--- src/rtl/core/nnls_pkg.sv ---
// shared types, codes and saturating q32.32 helpers for the nnls solver
// no dependencies
`default_nettype none
package nnls_pkg;

	localparam logic [1:0] OP_LOAD_A = 2'd0;
	localparam logic [1:0] OP_LOAD_B = 2'd1;
	localparam logic [1:0] OP_SOLVE  = 2'd2;

	localparam logic [1:0] KIND_LOAD_A = 2'd0;
	localparam logic [1:0] KIND_LOAD_B = 2'd1;
	localparam logic [1:0] KIND_SOLVE  = 2'd2;

	localparam logic [1:0] REG_NUM_ROWS = 2'd0;
	localparam logic [1:0] REG_NUM_COLS = 2'd1;
	localparam logic [1:0] REG_MAX_ITER = 2'd2;
	localparam logic [1:0] REG_TOL      = 2'd3;

	localparam int QDEPTH = 4;
	localparam int QA     = 2;

	localparam logic signed [63:0] FX_MAX = 64'sh7fff_ffff_ffff_ffff;
	localparam logic signed [63:0] FX_MIN = 64'sh8000_0000_0000_0000;

	typedef struct packed {
		logic [1:0]        kind;
		logic [5:0]        row;
		logic [4:0]        col;
		logic signed [63:0] value;
	} cmd_t;

	typedef struct packed {
		logic [6:0]  num_rows;
		logic [5:0]  num_cols;
		logic [15:0] max_iterations;
		logic [31:0] tolerance;
	} cfg_t;

	typedef struct packed {
		logic              sat;
		logic signed [63:0] val;
	} fx_res_t;

	function automatic fx_res_t fx_add(logic signed [63:0] a, logic signed [63:0] b);
		fx_res_t o;
		logic signed [63:0] r;
		r = a + b;
		o.sat = 1'b0;
		o.val = r;
		if (a[63] == b[63] && r[63] != a[63]) begin
			o.sat = 1'b1;
			o.val = a[63] ? FX_MIN : FX_MAX;
		end
		return o;
	endfunction

	function automatic fx_res_t fx_sub(logic signed [63:0] a, logic signed [63:0] b);
		fx_res_t o;
		logic signed [63:0] r;
		r = a - b;
		o.sat = 1'b0;
		o.val = r;
		if (a[63] != b[63] && r[63] != a[63]) begin
			o.sat = 1'b1;
			o.val = a[63] ? FX_MIN : FX_MAX;
		end
		return o;
	endfunction

	function automatic fx_res_t fx_neg(logic signed [63:0] a);
		fx_res_t o;
		o.sat = (a == FX_MIN);
		o.val = (a == FX_MIN) ? FX_MAX : -a;
		return o;
	endfunction

	// magnitude plus sign back to signed, saturating
	function automatic fx_res_t fx_sign(logic [63:0] m, logic neg, logic over);
		fx_res_t o;
		logic [63:0] limit;
		limit = neg ? 64'h8000_0000_0000_0000 : 64'h7fff_ffff_ffff_ffff;
		if (over || m > limit) begin
			o.sat = 1'b1;
			o.val = neg ? FX_MIN : FX_MAX;
		end else begin
			o.sat = 1'b0;
			o.val = neg ? -$signed(m) : $signed(m);
		end
		return o;
	endfunction

	function automatic logic [63:0] fx_mag(logic signed [63:0] a);
		return a[63] ? 64'(-a) : 64'(a);
	endfunction

endpackage
`default_nettype wire

--- src/rtl/core/nnls_front.sv ---
// front end: accepts stream words, drops ignored ones, queues commands
// depends on nnls_pkg
`default_nettype none
module nnls_front import nnls_pkg::*; #(
	parameter int MAX_ROWS = 64,
	parameter int MAX_COLS = 32
) (
	input  wire logic        clk,
	input  wire logic        arst_n,
	input  wire logic        s_axis_tvalid,
	output logic             s_axis_tready,
	input  wire logic [79:0] s_axis_tdata,  // row[5:0], col[10:6], value[74:11], zero fill
	input  wire logic [1:0]  s_axis_tuser,  // opcode[1:0]
	output logic             q_valid,
	output cmd_t             q_item,
	input  wire logic        q_pop
);

	cmd_t         entry_q [QDEPTH];
	logic [QA-1:0] wr_ptr_q, rd_ptr_q;
	logic [QA:0]   count_q;
	logic          take, keep;
	cmd_t          cmd;

	always_comb begin
		cmd.row   = s_axis_tdata[5:0];
		cmd.col   = s_axis_tdata[10:6];
		cmd.value = $signed(s_axis_tdata[74:11]);
		cmd.kind  = KIND_SOLVE;
		keep      = 1'b0;
		case (s_axis_tuser)
			OP_LOAD_A: begin
				cmd.kind = KIND_LOAD_A;
				keep = (int'(cmd.row) < MAX_ROWS) && (int'(cmd.col) < MAX_COLS);
			end
			OP_LOAD_B: begin
				cmd.kind = KIND_LOAD_B;
				keep = int'(cmd.row) < MAX_ROWS;
			end
			OP_SOLVE: begin
				cmd.kind = KIND_SOLVE;
				keep = 1'b1;
			end
			default: keep = 1'b0;
		endcase
	end

	assign s_axis_tready = count_q != (QA+1)'(QDEPTH);
	assign take    = s_axis_tvalid && s_axis_tready && keep;
	assign q_valid = count_q != '0;
	assign q_item  = entry_q[rd_ptr_q];

	always_ff @(posedge clk) begin
		if (take) entry_q[wr_ptr_q] <= cmd;
	end

	always_ff @(posedge clk or negedge arst_n) begin
		if (!arst_n) begin
			wr_ptr_q <= '0;
			rd_ptr_q <= '0;
			count_q  <= '0;
		end else begin
			if (take) wr_ptr_q <= wr_ptr_q + 1'b1;
			if (q_pop) rd_ptr_q <= rd_ptr_q + 1'b1;
			count_q <= count_q + (QA+1)'(take) - (QA+1)'(q_pop);
		end
	end

endmodule
`default_nettype wire

--- config.mk ---
export PLATFORM = sky130hd
export DESIGN_NAME = nnls_front
export DESIGN_NICKNAME = d
export VERILOG_FILES = /design/src/rtl/core/nnls_pkg.sv /design/src/rtl/core/nnls_front.sv
export SDC_FILE = /design/constraint.sdc
export NUM_CORES = 1
export LEC_CHECK = 0
export BUFFER_PORTS_ARGS = -buffer_cell sky130_fd_sc_hd__buf_2
export CORE_UTILIZATION = 46
export CTS_CLUSTER_SIZE = 30
export DETAILED_ROUTE_END_ITERATION = 7
export GPL_ROUTABILITY_DRIVEN = 0
export PLACE_DENSITY = 0.73
export SLEW_MARGIN = 40
export SYNTH_ARGS = -nofsm -noshare
export SYNTH_HDL_FRONTEND = slang
export SYNTH_SLANG_ARGS = --single-unit
--- constraint.sdc ---
create_clock -name clk -period 2.3 [get_ports clk]
set_input_delay 0.69 -clock clk [delete_from_list [all_inputs] [get_ports clk]]
set_output_delay 0.69 -clock clk [all_outputs]
set_load 0.02 [all_outputs]
==> results_dict.tcl <==
set metrics [dict create \
    h-tree-depth 1 \
    vdd_drop_max_mv 0.7767 \
    post-route-period-util_pct 117.4 \
    start_kind "flip-flop" \
    net-switching-power_w 0.005743 \
    final_core_util_pct 59.34 \
    crit_arrival_ns 2.01 \
    fin_crit_ns 2.699 \
    grt_pass1_wl_um 31950 \
    worst_pin_slew_ns 0.3083 \
    setup_viol 77 \
    crit_chain "buf_6, buf_16, mux4_2, buf_2" \
    power_density_mw_per_mm2 1363 \
    use_met3_pct 4.000 \
    clock_skew_ns 0.009806 \
    avgSynthCellArea_um2 26.09 \
    clkSinkCount 315 \
    swShare_pct 29.03 \
    firstDrtPassIters 5 \
    synth_cell_types 19 \
    slew_viol_final 0 \
    critical_path_class "reg -> out" \
    start_util_pct 47.04 \
    io-pin-count 165 \
    final_area_mm2 0.01452 \
    critical_path.slowest_cell "mux4_2" \
    wirelength_um 21100 \
    tritoncts "yes" \
    die_w_um 160.2 \
    status "finished, violations left" \
    die_height_um 160.2 \
    grt_max_degree 47 \
    clockBufferDepth 3 \
    seq_power_share_pct 38.4 \
    dp.cells 919 \
    synthesis.area_mm2 0.01151 \
    slew_headroom_pct 79.45 \
    cpPeakStageDelay_ns 0.52 \
    grt_remaining_overflow 0 \
    ant_nets 0 \
    core_mm2 0.02446 \
    required_ns 1.61 \
    layout-drive-gt1-share_pct 48.04 \
    areaGrowthSynthToFinish_pct 26.15 \
    drt_iter0_markers 278 \
    hpwl_um 11760 \
    clock_latency_ns 0.54 \
    power.share.combinational_pct 34.7 \
    grtUsageMet1_pct 19.39 \
    hold_path_class "in -> reg" \
    hold_viol_final 0 \
    seq_area_frac_synth_pct 81.90 \
    endpoint_kind "output port" \
    postPlaceCellArea_mm2 0.01288 \
    use_met2_pct 30.22 \
    syn-instance-count 441 \
    leakagePower_nw 5.010 \
    clkTransAtPathRegs_ns 0.06 \
    synth.net_count 534 \
    antenna_cells 0 \
    cts_inserted_buffers 31 \
    p_clk_share_pct 27.0 \
    num_vias 5217 \
    nNetsFinal 733 \
    violations "negative setup slack" \
    vias_per_cell 5.291 \
    yosys_register_bits 315 \
    busiest_layer "met2" \
    p_int_w 0.01404 \
    rsz0062_at_grt "true" \
    cp_max_fo 9 \
    grt_pass1_vias 5719 \
    track_usage_pct 16.52 \
    power.total_w 0.01978 \
    wl_per_cell_um 21.40 \
    maxCapViolations 0 \
    setup_ws_ns -0.3994 \
    fin_setup_tns_ns -28.32 \
    rows 57 \
    timing.fmax_mhz 370.5 \
    portBuffers 159 \
    die_area_mm2 0.02565 \
    ys_warn_count 0 \
    drc 0 \
    antenna_found_initial 3 \
    root_buffer "clkbuf_16" \
    final_cells 986 \
]
cell families (layout without fill, tap and decap cells):
family | count (synthesis) | after routing | share of synthesized area (%)
XOR/XNOR | 5 | 5 | 0.3805
adder cells (fa/ha/maj) | 7 | 7 | 0.8263
buffers and inverters | 26 | 247 | 1.120
flip-flops | 315 | 315 | 81.90
multiplexers | 78 | 78 | 15.20
AND/OR/NAND/NOR | 10 | 10 | 0.5764
cell usage after synthesis:
cell	n	share of area [%]
and2_2	4	0.26
and3_1	1	0.054
buf_2	10	0.43
buf_4	1	0.065
buf_6	2	0.20
clkbuf_1	7	0.23
dfrtp_1	7	1.5
edfxtp_1	308	80
fa_1	1	0.17
ha_1	6	0.65
inv_1	6	0.20
mux2_4	1	0.13
mux4_2	77	15
nand2_1	2	0.065
nor2b_1	1	0.054
or3_2	1	0.065
or3b_1	1	0.076
xnor2_1	4	0.30
xor2_1	1	0.076
layout by cell type, fill, tap and decap left out, types with 3 or more instances in the layout:
master	netlist	final
edfxtp_1	308	308
buf_2	10	113
mux4_2	77	77
buf_6	2	48
clkbuf_16	0	34
buf_12	0	12
bufinv_16	0	8
inv_1	6	6
ha_1	6	6
clkinv_1	0	5
clkinv_2	0	5
buf_16	0	5
dfrtp_1	7	5
xnor2_1	4	4
and2_4	0	4
buf_4	1	4
clkbuf_1	7	3
critical path, delay by kind of cell, from the launching register on:
kind,cells,cell delay [ns]
buffers and inverters,3,0.49
DFF,1,0.46
muxes,1,0.52
final cells by class:
cell class | instances | area (µm²)
inverters | 6 | 22.52
clock buffers | 34 | 787.0
repair buffers | 186 | 1599
flip-flops and latches | 315 | 9432
clock inverters | 21 | 309.0
well taps | 324 | 405.4
multi-input cells | 100 | 1962
fillers | 1712 | 9946
metrics by stage:
| stage | setup slack (ns) | hold slack (ns) |
|---|---|---|
| floorplan | -0.1189 | 0.3944 |
| detailed placement | -0.06816 | 0.5233 |
| CTS | -0.4613 | 0.3366 |
| global route | -0.4672 | 0.3453 |
| global placement | -0.04740 | 0.5059 |
| finish | -0.3994 | 0.3643 |
sequential cells by signal (all words and copies together) (netlist names):
signal and flops:
entry_q 308, count_q 3, rd_ptr_q 2, wr_ptr_q 2
timing repair:
action / CTS / global route
gates cloned: 3 / 3
hold buffers: 1 / 0
pin swaps: 0 / 0
endpoints found under the setup margin: 77 / 78
hold endpoints to repair: 7 / 0
buffers inserted: 5 / 0
gates resized for setup: 32 / 73
routing by layer:
layer	vias to the layer above	wire length, µm
met1	2727	8216
met4	4	459
met2	156	11060
met5	-	28
li1	2284	-
met3	46	1339
power by group through the flow:
stage | Combinational (W) | Sequential (W) | Clock (W)
final | 0.00686 | 0.00759 | 0.00533
after detailed placement | 0.00565 | 0.00771 | 0
after floorplan | 0.00388 | 0.00757 | 0
after global placement | 0.00560 | 0.00764 | 0
after global routing | 0.00726 | 0.00766 | 0.00564
after CTS | 0.00629 | 0.00760 | 0.00543
path summary, 6_finish.rpt:
path	slack, ns	startpoint	cells past startpoint	to
max reg2reg	0.15	count_q[1]	9	count_q[2]
min in group asynchronous	0.52	arst_n	2	count_q[2]
min reg2reg	0.53	count_q[0]	1	count_q[0]
max in group asynchronous	1.60	arst_n	2	rd_ptr_q[1]
max	-0.40	rd_ptr_q[0]	4	q_item[61]
min	0.36	s_axis_tdata[18]	1	entry_q[1][7]
No activity file was read; power rests on OpenSTA's default activity.
